`src/rtl/core/trc_pkg.sv`:
```
// Shared types and constants for the terminated command receiver.
// Used by trc_ctrl, trc_dp and terminated_command_receiver; depends on nothing.
`default_nettype none

package trc_pkg;

  // Input command codes
  localparam logic [1:0] CMD_BYTE  = 2'd0;
  localparam logic [1:0] CMD_READ  = 2'd1;
  localparam logic [1:0] CMD_CLEAR = 2'd2;

  // Special characters
  localparam logic [7:0] CHAR_TERM = 8'h23;  // '#'
  localparam logic [7:0] CHAR_CR   = 8'h0D;
  localparam logic [7:0] CHAR_LF   = 8'h0A;

  typedef enum logic [1:0] {
    ST_IDLE,
    ST_FETCH,
    ST_CHAR,
    ST_STATUS
  } ctrl_state_t;

  // Datapath operation issued by the controller each cycle
  typedef enum logic [2:0] {
    OP_IDLE,
    OP_BYTE,
    OP_CLEAR,
    OP_PEEK,
    OP_READ_START,
    OP_FETCH,
    OP_CHAR,
    OP_READ_STATUS
  } dp_op_t;

  // Datapath status seen by the controller
  typedef struct packed {
    logic out_free;    // output register can take a result this cycle
    logic has_chars;   // command ready, no overflow, nonzero length
    logic rdata_zero;  // fetched character is a zero byte
    logic idx_last;    // read index is at the last stored character
  } dp_status_t;

endpackage

`default_nettype wire

```
`src/rtl/core/terminated_command_receiver.sv`:
```
// Top level of the terminated command receiver: controller plus datapath.
// Depends on trc_pkg, trc_ctrl and trc_dp.
//
// Builds '#'-terminated commands from received bytes. Command 0 transfers a
// received byte: CR and LF are skipped, a byte arriving while a finished
// command is pending sets the sticky trailing flag, '#' finishes the command,
// any other byte is stored until MAX_PAYLOAD bytes are held, after which the
// sticky overflow flag is set. Every received byte bumps a wrapping 16-bit
// activity count. Command 1 reads: the stored characters come out one per
// result (stopping at the first zero byte, and suppressed entirely on
// overflow), followed by a status result with last set; then the receiver
// is cleared. Command 2 clears the receiver; command 3 only reports status.
// The activity count survives every clear. Byte, clear and status commands
// are accepted back to back while the output register drains. A read runs
// a start step, then a fetch and a character step per character, then a
// status step, because each character goes through the payload memory's
// registered read port before it reaches the output register. No clearing
// pass is needed after reset; the block is ready as soon as reset is released.
`default_nettype none

module terminated_command_receiver
  import trc_pkg::*;
#(
  parameter int MAX_PAYLOAD = 31
) (
  input  wire logic        clk,
  input  wire logic        rst_n,
  input  wire logic        in_valid,
  output logic             in_ready,
  input  wire logic [1:0]  in_command,
  input  wire logic [7:0]  in_rx_byte,
  output logic             out_valid,
  input  wire logic        out_ready,
  output logic             out_has_char,
  output logic [7:0]       out_char_out,
  output logic             out_overflow_flag,
  output logic             out_trailing_flag,
  output logic             out_empty_flag,
  output logic             out_available,
  output logic [15:0]      out_activity_count,
  output logic             out_last
);

  dp_op_t     op;
  dp_status_t status;

  // Sequence reads and gate input transfers
  trc_ctrl u_ctrl (
    .clk        (clk),
    .rst_n      (rst_n),
    .in_valid   (in_valid),
    .in_command (in_command),
    .in_ready   (in_ready),
    .status     (status),
    .op         (op)
  );

  // Hold receiver state, payload memory and the output register
  trc_dp #(
    .MAX_PAYLOAD (MAX_PAYLOAD)
  ) u_dp (
    .clk                (clk),
    .rst_n              (rst_n),
    .op                 (op),
    .in_rx_byte         (in_rx_byte),
    .status             (status),
    .out_valid          (out_valid),
    .out_ready          (out_ready),
    .out_has_char       (out_has_char),
    .out_char_out       (out_char_out),
    .out_overflow_flag  (out_overflow_flag),
    .out_trailing_flag  (out_trailing_flag),
    .out_empty_flag     (out_empty_flag),
    .out_available      (out_available),
    .out_activity_count (out_activity_count),
    .out_last           (out_last)
  );

  // A non-read transfer yields its single, final result in the next cycle
  a_single_result: assert property (@(posedge clk) disable iff (!rst_n)
    (in_valid && in_ready && (in_command != CMD_READ)) |=> (out_valid && out_last))
    else $error("non-read transfer did not produce a final result");

  // Character results are never final, never zero and never seen on overflow
  a_char_result: assert property (@(posedge clk) disable iff (!rst_n)
    (out_valid && out_has_char) |->
      (!out_last && (out_char_out != 8'd0) && !out_overflow_flag && !out_empty_flag))
    else $error("malformed character result");

  // Empty status only closes a read and never coexists with overflow
  a_empty_status: assert property (@(posedge clk) disable iff (!rst_n)
    (out_valid && out_empty_flag) |-> (out_last && !out_overflow_flag && !out_has_char))
    else $error("malformed empty status");

endmodule

`default_nettype wire

```
`src/rtl/core/trc_ctrl.sv`:
```
// Controller state machine for the terminated command receiver.
// Depends on trc_pkg; drives trc_dp through dp_op_t and reads dp_status_t.
`default_nettype none

module trc_ctrl
  import trc_pkg::*;
(
  input  wire logic       clk,
  input  wire logic       rst_n,
  input  wire logic       in_valid,
  input  wire logic [1:0] in_command,
  output logic            in_ready,
  input  wire dp_status_t status,
  output dp_op_t          op
);

  ctrl_state_t state_r, state_nxt;

  always_ff @(posedge clk) begin
    if (!rst_n) begin
      state_r <= ST_IDLE;
    end else begin
      state_r <= state_nxt;
    end
  end

  always_comb begin
    state_nxt = state_r;
    op        = OP_IDLE;
    in_ready  = 1'b0;
    unique case (state_r)
      ST_IDLE: begin
        in_ready = status.out_free;
        if (in_valid && status.out_free) begin
          unique case (in_command)
            CMD_BYTE:  op = OP_BYTE;
            CMD_CLEAR: op = OP_CLEAR;
            CMD_READ: begin
              op        = OP_READ_START;
              state_nxt = status.has_chars ? ST_FETCH : ST_STATUS;
            end
            default:   op = OP_PEEK;
          endcase
        end
      end
      ST_FETCH: begin
        op        = OP_FETCH;
        state_nxt = ST_CHAR;
      end
      ST_CHAR: begin
        // stop at a zero byte, else emit and advance
        if (status.rdata_zero) begin
          state_nxt = ST_STATUS;
        end else if (status.out_free) begin
          op        = OP_CHAR;
          state_nxt = status.idx_last ? ST_STATUS : ST_FETCH;
        end
      end
      ST_STATUS: begin
        if (status.out_free) begin
          op        = OP_READ_STATUS;
          state_nxt = ST_IDLE;
        end
      end
      default: state_nxt = ST_IDLE;
    endcase
  end

endmodule

`default_nettype wire

```
`src/rtl/core/trc_dp.sv`:
```
// Datapath for the terminated command receiver: receiver state, payload
// memory and output register. Depends on trc_pkg; controlled by trc_ctrl.
`default_nettype none

module trc_dp
  import trc_pkg::*;
#(
  parameter int MAX_PAYLOAD = 31
) (
  input  wire logic        clk,
  input  wire logic        rst_n,
  input  wire dp_op_t      op,
  input  wire logic [7:0]  in_rx_byte,
  output dp_status_t       status,
  output logic             out_valid,
  input  wire logic        out_ready,
  output logic             out_has_char,
  output logic [7:0]       out_char_out,
  output logic             out_overflow_flag,
  output logic             out_trailing_flag,
  output logic             out_empty_flag,
  output logic             out_available,
  output logic [15:0]      out_activity_count,
  output logic             out_last
);

  localparam int PW = $clog2(MAX_PAYLOAD + 1);
  localparam int AW = (MAX_PAYLOAD > 1) ? $clog2(MAX_PAYLOAD) : 1;

  logic [7:0]    mem [MAX_PAYLOAD];
  logic [7:0]    rdata_r;

  logic [PW-1:0] wp_r, wp_nxt;
  logic [PW-1:0] len_r, len_nxt;
  logic          rdy_r, rdy_nxt;
  logic          ovf_r, ovf_nxt;
  logic          trl_r, trl_nxt;
  logic [15:0]   act_r, act_nxt;
  logic [AW-1:0] idx_r, idx_nxt;
  logic          any_r, any_nxt;
  logic          store_en;

  logic          out_valid_r, out_valid_nxt;
  logic          o_has_r, o_has_nxt;
  logic [7:0]    o_char_r, o_char_nxt;
  logic          o_ovf_r, o_ovf_nxt;
  logic          o_trl_r, o_trl_nxt;
  logic          o_emp_r, o_emp_nxt;
  logic          o_avl_r, o_avl_nxt;
  logic [15:0]   o_act_r, o_act_nxt;
  logic          o_last_r, o_last_nxt;
  logic          load;

  logic          is_crlf;
  logic          out_free;

  assign is_crlf  = (in_rx_byte == CHAR_CR) || (in_rx_byte == CHAR_LF);
  assign out_free = !out_valid_r || out_ready;

  assign status.out_free   = out_free;
  assign status.has_chars  = rdy_r && !ovf_r && (len_r != '0);
  assign status.rdata_zero = (rdata_r == 8'd0);
  assign status.idx_last   = ((PW'(idx_r) + PW'(1)) == len_r);

  always_comb begin
    wp_nxt     = wp_r;
    len_nxt    = len_r;
    rdy_nxt    = rdy_r;
    ovf_nxt    = ovf_r;
    trl_nxt    = trl_r;
    act_nxt    = act_r;
    idx_nxt    = idx_r;
    any_nxt    = any_r;
    store_en   = 1'b0;
    load       = 1'b0;
    o_has_nxt  = o_has_r;
    o_char_nxt = o_char_r;
    o_ovf_nxt  = o_ovf_r;
    o_trl_nxt  = o_trl_r;
    o_emp_nxt  = o_emp_r;
    o_avl_nxt  = o_avl_r;
    o_act_nxt  = o_act_r;
    o_last_nxt = o_last_r;

    unique case (op)
      OP_IDLE, OP_FETCH: begin
      end
      OP_BYTE: begin
        act_nxt = act_r + 16'd1;
        priority if (is_crlf) begin
          // skip line endings
        end else if (rdy_r) begin
          trl_nxt = 1'b1;
        end else if (in_rx_byte == CHAR_TERM) begin
          len_nxt = wp_r;
          rdy_nxt = 1'b1;
          wp_nxt  = '0;
        end else if (wp_r < PW'(MAX_PAYLOAD)) begin
          store_en = 1'b1;
          wp_nxt   = wp_r + PW'(1);
        end else begin
          ovf_nxt = 1'b1;
        end
      end
      OP_CLEAR: begin
        wp_nxt  = '0;
        len_nxt = '0;
        rdy_nxt = 1'b0;
        ovf_nxt = 1'b0;
        trl_nxt = 1'b0;
      end
      OP_PEEK: begin
      end
      OP_READ_START: begin
        idx_nxt = '0;
        any_nxt = 1'b0;
      end
      OP_CHAR: begin
        idx_nxt = idx_r + AW'(1);
        any_nxt = 1'b1;
      end
      OP_READ_STATUS: begin
        wp_nxt  = '0;
        len_nxt = '0;
        rdy_nxt = 1'b0;
        ovf_nxt = 1'b0;
        trl_nxt = 1'b0;
      end
      default: begin
      end
    endcase

    // Result contents
    unique case (op)
      OP_BYTE, OP_CLEAR, OP_PEEK: begin
        load       = 1'b1;
        o_has_nxt  = 1'b0;
        o_char_nxt = 8'd0;
        o_ovf_nxt  = ovf_nxt;
        o_trl_nxt  = trl_nxt;
        o_emp_nxt  = 1'b0;
        o_avl_nxt  = rdy_nxt || ovf_nxt;
        o_act_nxt  = act_nxt;
        o_last_nxt = 1'b1;
      end
      OP_CHAR: begin
        load       = 1'b1;
        o_has_nxt  = 1'b1;
        o_char_nxt = rdata_r;
        o_ovf_nxt  = ovf_r;
        o_trl_nxt  = trl_r;
        o_emp_nxt  = 1'b0;
        o_avl_nxt  = rdy_r || ovf_r;
        o_act_nxt  = act_r;
        o_last_nxt = 1'b0;
      end
      OP_READ_STATUS: begin
        // flags as held before the clear
        load       = 1'b1;
        o_has_nxt  = 1'b0;
        o_char_nxt = 8'd0;
        o_ovf_nxt  = ovf_r;
        o_trl_nxt  = trl_r;
        o_emp_nxt  = !any_r && !ovf_r;
        o_avl_nxt  = rdy_r || ovf_r;
        o_act_nxt  = act_r;
        o_last_nxt = 1'b1;
      end
      default: begin
      end
    endcase

    if (load) begin
      out_valid_nxt = 1'b1;
    end else if (out_ready) begin
      out_valid_nxt = 1'b0;
    end else begin
      out_valid_nxt = out_valid_r;
    end
  end

  // Payload memory: one write port, one registered read port
  always_ff @(posedge clk) begin
    if (store_en) begin
      mem[wp_r[AW-1:0]] <= in_rx_byte;
    end
    if (op == OP_FETCH) begin
      rdata_r <= mem[idx_r];
    end
  end

  always_ff @(posedge clk) begin
    if (!rst_n) begin
      wp_r        <= '0;
      len_r       <= '0;
      rdy_r       <= 1'b0;
      ovf_r       <= 1'b0;
      trl_r       <= 1'b0;
      act_r       <= '0;
      idx_r       <= '0;
      any_r       <= 1'b0;
      out_valid_r <= 1'b0;
    end else begin
      wp_r        <= wp_nxt;
      len_r       <= len_nxt;
      rdy_r       <= rdy_nxt;
      ovf_r       <= ovf_nxt;
      trl_r       <= trl_nxt;
      act_r       <= act_nxt;
      idx_r       <= idx_nxt;
      any_r       <= any_nxt;
      out_valid_r <= out_valid_nxt;
    end
  end

  always_ff @(posedge clk) begin
    o_has_r  <= o_has_nxt;
    o_char_r <= o_char_nxt;
    o_ovf_r  <= o_ovf_nxt;
    o_trl_r  <= o_trl_nxt;
    o_emp_r  <= o_emp_nxt;
    o_avl_r  <= o_avl_nxt;
    o_act_r  <= o_act_nxt;
    o_last_r <= o_last_nxt;
  end

  assign out_valid          = out_valid_r;
  assign out_has_char       = o_has_r;
  assign out_char_out       = o_char_r;
  assign out_overflow_flag  = o_ovf_r;
  assign out_trailing_flag  = o_trl_r;
  assign out_empty_flag     = o_emp_r;
  assign out_available      = o_avl_r;
  assign out_activity_count = o_act_r;
  assign out_last           = o_last_r;

endmodule

`default_nettype wire
```
`config.mk`:
```
export PLATFORM = sky130hd
export DESIGN_NAME = terminated_command_receiver
export DESIGN_NICKNAME = d
export VERILOG_FILES = /design/src/rtl/core/trc_pkg.sv /design/src/rtl/core/terminated_command_receiver.sv /design/src/rtl/core/trc_ctrl.sv /design/src/rtl/core/trc_dp.sv
export SDC_FILE = /design/constraint.sdc
export NUM_CORES = 1
export LEC_CHECK = 0
export BUFFER_PORTS_ARGS = -buffer_cell sky130_fd_sc_hd__buf_2
export CAP_MARGIN = 20
export CORE_MARGIN = 2
export CORE_UTILIZATION = 60
export DETAILED_ROUTE_END_ITERATION = 12
export MAX_ROUTING_LAYER = met4
export PLACE_DENSITY = 0.88
export SYNTH_ARGS = -nofsm -noshare
export SYNTH_HDL_FRONTEND = slang
export SYNTH_SLANG_ARGS = --single-unit
```
`constraint.sdc`:
```
create_clock -name clk -period 4.9 [get_ports clk]
set_input_delay 0.98 -clock clk [delete_from_list [all_inputs] [get_ports clk]]
set_output_delay 0.98 -clock clk [all_outputs]
set_load 0.01 [all_outputs]
```
Word level (Yosys, flattened, before mapping)
Memory sizes are Yosys's and may differ from the RTL's. A register that Yosys moved wholly into a read port is not among the register bits.
Index checks and enable logic that the tools add are counted.
- reduce and logical (&&, ||, !) cells: 30
- order comparisons: 1
- multiply operators: 0
- muxes and demuxes: 57
- shifts and indexed selects: 0
- $add $sub $neg: 3
- eq/ne operators: 24
- bitwise logic cells: 0
- divide/modulo/power cells: 0
- operator list (kind ; number):
    $mux 5 ; 7
    $pmux 16 s2 ; 1
    $pmux 5 s2 ; 3
    $mux 1 ; 20
    $pmux 1 s2 ; 10
    $add 16x1->16 const B ; 1
    $eq 8x4->1 const B ; 2
    $mux 16 ; 1
    $pmux 8 s2 ; 1
    $mux 2 ; 7
    $eq 3x3->1 const B ; 4
    $mux 3 ; 4
    $pmux 3 s4 ; 1
    $reduce_and 4->1 ; 3
    $reduce_bool 2->1 ; 6
    $add 5x1->5 const B ; 2
    $pmux 3 s3 ; 1
    $eq 8x6->1 const B ; 1
    $logic_not 8->1 ; 1
    $pmux 2 s4 ; 1
    $reduce_or 4->1 ; 2
    $eq 2x2->1 const B ; 3
    $eq 3x2->1 const B ; 2
    $ne 2x1->1 const B ; 3
    other kinds (15) ; 28
- bits in registers: 68
- bits in writable memories: 248
- memories kept: 1
- bits in read-only memories: 0
- output and inout port bits: 32
- bits of input ports: 14
- bits in latches: 0
- logic and storage cells: 134
- memory list (name ; words ; width ; read ports ; clocked after Yosys merged registers in ; wr ports ; RTL line ; RTL):
    u_dp.mem ; 31 ; 8 ; 1 ; 1 ; 1 ; trc_dp.sv:30 ; logic [7:0] mem [MAX_PAYLOAD];

Longest topological paths before layout
- word-level depth: 10
- depth in mapped cells: 9
- mapped depth without buffers: 7

Modules after synthesis
From an unflattened synthesis, not the netlist that was laid out.
- cells, all modules: 817
- area, all modules: 13163.9 um2
- modules (own cells, without submodules) (module ; cells each ; area an instance (um2) ; times used ; seq. area each (um2)):
    trc_dp ; 787 ; 12942.4 ; 1 ; 9308.9
    trc_ctrl ; 30 ; 221.5 ; 1 ; 40.0

Worst setup path after synthesis
No wires, ideal clock.
- path kind: input port to flip-flop
- start: in in_command[0]
- end: reg u_dp.o_act_r[0] (netlist: u_dp.out_activity_count[0]) (enable)
- slack: 1157 ps
- cell stages on the path: 7
- data arrival time: 3322 ps
- setup time: 421 ps
- buffers on the path: 2
- data required time: 4479 ps
- cell sequence: inv_1 > ha_1 > a31oi_1 > o21a_1 > buf_4 > buf_4 > o21ai_0
- longest elaborated chain between the ends: 7
- elaborated cells between the ends (all ways): 14
- those cells by class: eq/ne: 7; mux: 3; reduce/logical: 4
- RTL lines (what ; RTL line ; RTL):
    from (decl) ; terminated_command_receiver.sv:30 ; input wire logic [1:0] in_command,
    $eq 2x1->1, or another cell as far along ; trc_ctrl.sv:35 ; unique case (in_command)
    $pmux 3 s3 * ; trc_ctrl.sv:35 ;
    $mux 3 * ; trc_ctrl.sv:34 ; if (in_valid && status.out_free) begin
    $pmux 3 s4 * ; trc_ctrl.sv:31 ; unique case (state_r)
    $eq 3x1->1, or another cell as far along ; trc_dp.sv:134 ; unique case (op)
    $reduce_or 3->1 or $reduce_or 2->1 (tied branches) ; - ;
    $reduce_bool 2->1 (no source line) * ; - ;
    to (signal assigned) ; trc_dp.sv:223 ; o_act_r <= o_act_nxt;
    to (decl) ; trc_dp.sv:50 ; logic [15:0] o_act_r, o_act_nxt;
Every way passes the cells marked *; elsewhere a longest branch is shown, timed or not.
A chain may end at the register's enable or synchronous reset.

Worst setup path after layout
- start: in out_ready
- end: mem u_dp.mem[30][0] (enable)
- longest elaborated chain between the ends: 8
- elaborated cells between the ends (all ways): 11
- those cells by class: eq/ne: 1; mux: 8; reduce/logical: 2
- RTL lines (what ; RTL line ; RTL):
    from (decl) ; terminated_command_receiver.sv:33 ; input wire logic out_ready,
    $logic_or 1x1->1 * ; trc_dp.sv:58 ; assign out_free = !out_valid_r || out_ready;
    $mux 3 or $logic_and 1x1->1 (tied branches) ; trc_ctrl.sv:54, trc_ctrl.sv:34 ;
    $mux 3 (on tied branches) ; trc_ctrl.sv:52, trc_ctrl.sv:34 ;
    $pmux 3 s4 * ; trc_ctrl.sv:31 ;
    $eq 3x1->1 * ; trc_dp.sv:85 ; unique case (op)
    $mux 1 * ; trc_dp.sv:85 ;
    $mux 1 * ; trc_dp.sv:184 ; if (store_en) begin
    $mux 1 (not written as such) * ; trc_dp.sv:185 ; mem[wp_r[AW-1:0]] <= in_rx_byte;
    to (decl) ; trc_dp.sv:30 ;
Marks and branches as above.

==> impl_results.md <==
- Post-Synthesis Cells: 758
- Die area: 23170 sq um
- Yosys warns: 0
- Drt first pass iters: 5
- Layout Skew: 0.01423 ns
- Post-CTS Setup Inserts: 0
- Crit share post-route: 73.07%
- WL final: 30160 um
- Post-synthesis xor/xnor area fraction: 1.528%
- Design Area, Final: 14680 sq um
- Critical path type: in2reg
- Antenna violations before repair: 1
- Actual slew at the worst max-slew pin: 1.029 ns
- Post-Layout Cell Count: roughly 1100
- Post-Synth Simple-Gate Area: 8.020%
- Routed Antenna Nets: 0
- Area occupied by multi-input gates: 3583 sq um
- Register area: ~9400 sq um
- Peak VDD IR: about 300 uV
- Total gr overflow: 0
- I/O pin cnt: 46
- Area Growth Syn to Fin: 11.33%
- P_leak: 4.708 nW
- Ys flop type: edfxtp_1
- Placed inst area: 13670 sq um
- Synth area leaders: edfxtp_1 (65%), mux4_2 (12%), dfxtp_1 (5.8%)
- Critical path fanouts, max: 21
- Main combinational cell family by area after synthesis: multiplexers
- Global Route Usage Sum: 26.91%
- Sequential area share after synthesis: 70.92%
- CTS tree: yes
- Number of vias per cell: 6.683
- Final hold slack: 0.5119 ns
- P per Cell Area: ~420 nW/um^2
- IO Port Bufs: 45
- # DRC: 0
- Mapped cell area: 13180 sq um
- Synth Register Bits: 324
- Area fraction in compound gates after synthesis: 2.923%
- Critical Path AT: 3.77 ns
- Commonest non-fill, non-tap cells in the layout: edfxtp_1 (286), mux4_2 (72), nor2_1 (52)
- CTS max path bufs: 3
- Fillers: about 1300
- Final Critical Period: 3.580 ns
- Syn Area/Cell: 17.39 sq um
- Startpoint Class: input port
- Max-cap violations: 0
- Setup Viol. Count Final: 0
- Core Region: between 20000 and 25000 sq um
- # rows: 54
- Mux cell area share after synthesis: between 10% and 20%
- Async set or reset register ratio after synthesis: 0%
- Final hold violations: 0
- Wirelength per Cell: 27.07 um
- Placed cell count: 1057
- Number of enable flip-flop cells after synthesis: 286
- Syn nets: between 700 and 800
- Clock Root Buffer: clkbuf_16
- Layout cell share with drive strength beyond 1: between 20% and 30%
- Synth Area in Adders: 0.8542%
- Number of global-route vias before repair: slightly above 7000
- CTS Sinks: 324
- Max Freq: 279.3 MHz
- Hpwl dp: between 15000 and 20000 um
- # resized after CTS: 0
- Die Y: 152.2 um
- Vias post-DR: 7445
- Dominant cell type by area after synthesis: edfxtp_1
- RSZ-0062 raised after global routing: no
- Worst Hold Class: reg2reg
- Final GP Congestion: 0.8677
- Fin. max-slew vios: 0
- Outcome: complete, no violations
- Starting Density: 60.78%
- Synth cell types: 55
- Clock buffer count from CTS: 31
- Die Wd: 152.2 um
- Slew HR: a little under a third
- Worst setup EP type: register
- Post-cts hold buffer count: 0
- TNS Setup: 0 ns
- Clock-pin slew on the worst setup and hold paths: 0.06 ns
- Post-synth top area share: 65.15%
- CP required: 5.09 ns
- 1st-iter DRT viols: around 1200
- Final core utilization: 67.67%
- Nets: 833
- Largest net degree at the start of global routing: 52
- H-tree depth: 1
- Most common library cell in the layout ignoring fill and taps: edfxtp_1
- Clk_lat worst skew: between 0.5 and 0.6 ns
- First-pass GRT wire length: 45400 um
worst paths after layout:
| check | from | to | slack (ns) | depth (start not counted) |
|---|---|---|---|---|
| hold / removal | u_dp.len_r[3]$_SDFFE_PN0P_ | u_dp.len_r[3]$_SDFFE_PN0P_ | 0.51 | 2 |
| setup reg to reg | u_dp.rdata_r[5]$_DFFE_PN_ | u_dp.mem[30][0]$_DFFE_PP_ | 1.48 | 6 |
| setup / recovery | out_ready | u_dp.mem[30][0]$_DFFE_PP_ | 1.32 | 7 |
| hold reg to reg | u_dp.len_r[3]$_SDFFE_PN0P_ | u_dp.len_r[3]$_SDFFE_PN0P_ | 0.51 | 2 |
area by class of cell:
class / count / area share (%)
clock inverter: 22 / 1.500
sequential: 324 / 63.73
timing repair buffer: 59 / 2.251
inverter: 13 / 0.3325
antenna: 1 / 0.01705
multi-input combinational: 381 / 24.42
tap: 280 / 2.387
clock buffer: 34 / 5.362
stage by stage:
stage               power [mW]  setup slack [ns]
floorplan                3.576             1.157
global placement         3.759             1.045
detailed placement       3.781            0.8283
CTS                      6.113             1.406
global route             6.267             1.164
finish                   6.103             1.320
cell usage after synthesis (3+ instances only):
library cell	n
edfxtp_1	286
mux4_2	72
nor2_1	52
dfxtp_1	38
nand2_1	37
and2_1	25
clkbuf_1	24
o21ai_0	20
nand3_1	17
nand4_1	15
a21oi_1	13
inv_1	13
xor2_1	13
nor4_1	12
mux2i_1	10
xnor2_1	10
ha_1	9
mux2_2	9
buf_2	8
nor3_1	6
buf_6	5
o32ai_1	5
a31oi_1	4
nand3b_1	4
nand4b_1	4
o211ai_1	3
or4_1	3
layer usage:
metal / share of wire (%) / track usage, % / up-vias
met5: 0 / - / -
met1: 38 / 36.84 / 3739
met2: 49 / 42.45 / 529
met3: 10 / 5.119 / 72
met4: 2.5 / 7.210 / 0
li1: - / - / 3105
critical path: stages:
cell	delay (ns)
buf_2	0.11
nor2b_1	0.49
a31o_2	0.22
a22oi_2	0.25
nor4_4	0.51
nand2_1	0.52
nor2_1	0.70
power by group:
group / internal (mW) / switching, mW
clock network: 1.37 / 1.01
logic: 0.200 / 0.346
registers: 3.13 / 0.0581
sequential cells by signal (all words and copies together) (netlist names):
signal,flops
u_dp.mem,248
u_dp.act_r,16
u_dp.out_activity_count,16
u_dp.out_char_out,8
u_dp.rdata_r,8
u_dp.idx_r,5
u_dp.len_r,5
u_dp.wp_r,5
u_ctrl.state_r,2
u_dp.any_r,1
u_dp.out_available,1
u_dp.out_empty_flag,1
u_dp.out_has_char,1
u_dp.out_last,1
u_dp.out_overflow_flag,1
u_dp.out_trailing_flag,1
u_dp.out_valid,1
u_dp.ovf_r,1
u_dp.rdy_r,1
u_dp.trl_r,1
cell families (layout without fill, tap and decap cells):
group	count (synthesis)	count (layout)
DFF	324	324
and+or+nand+nor	197	197
muxes	91	91
AOI/OAI and AO/OA	61	61
buffers and inverters	53	128
xor gates and xnor gates	23	23
adders and majority gates	9	9
other	0	1
Note: power is estimated with default switching activity, not from simulation.
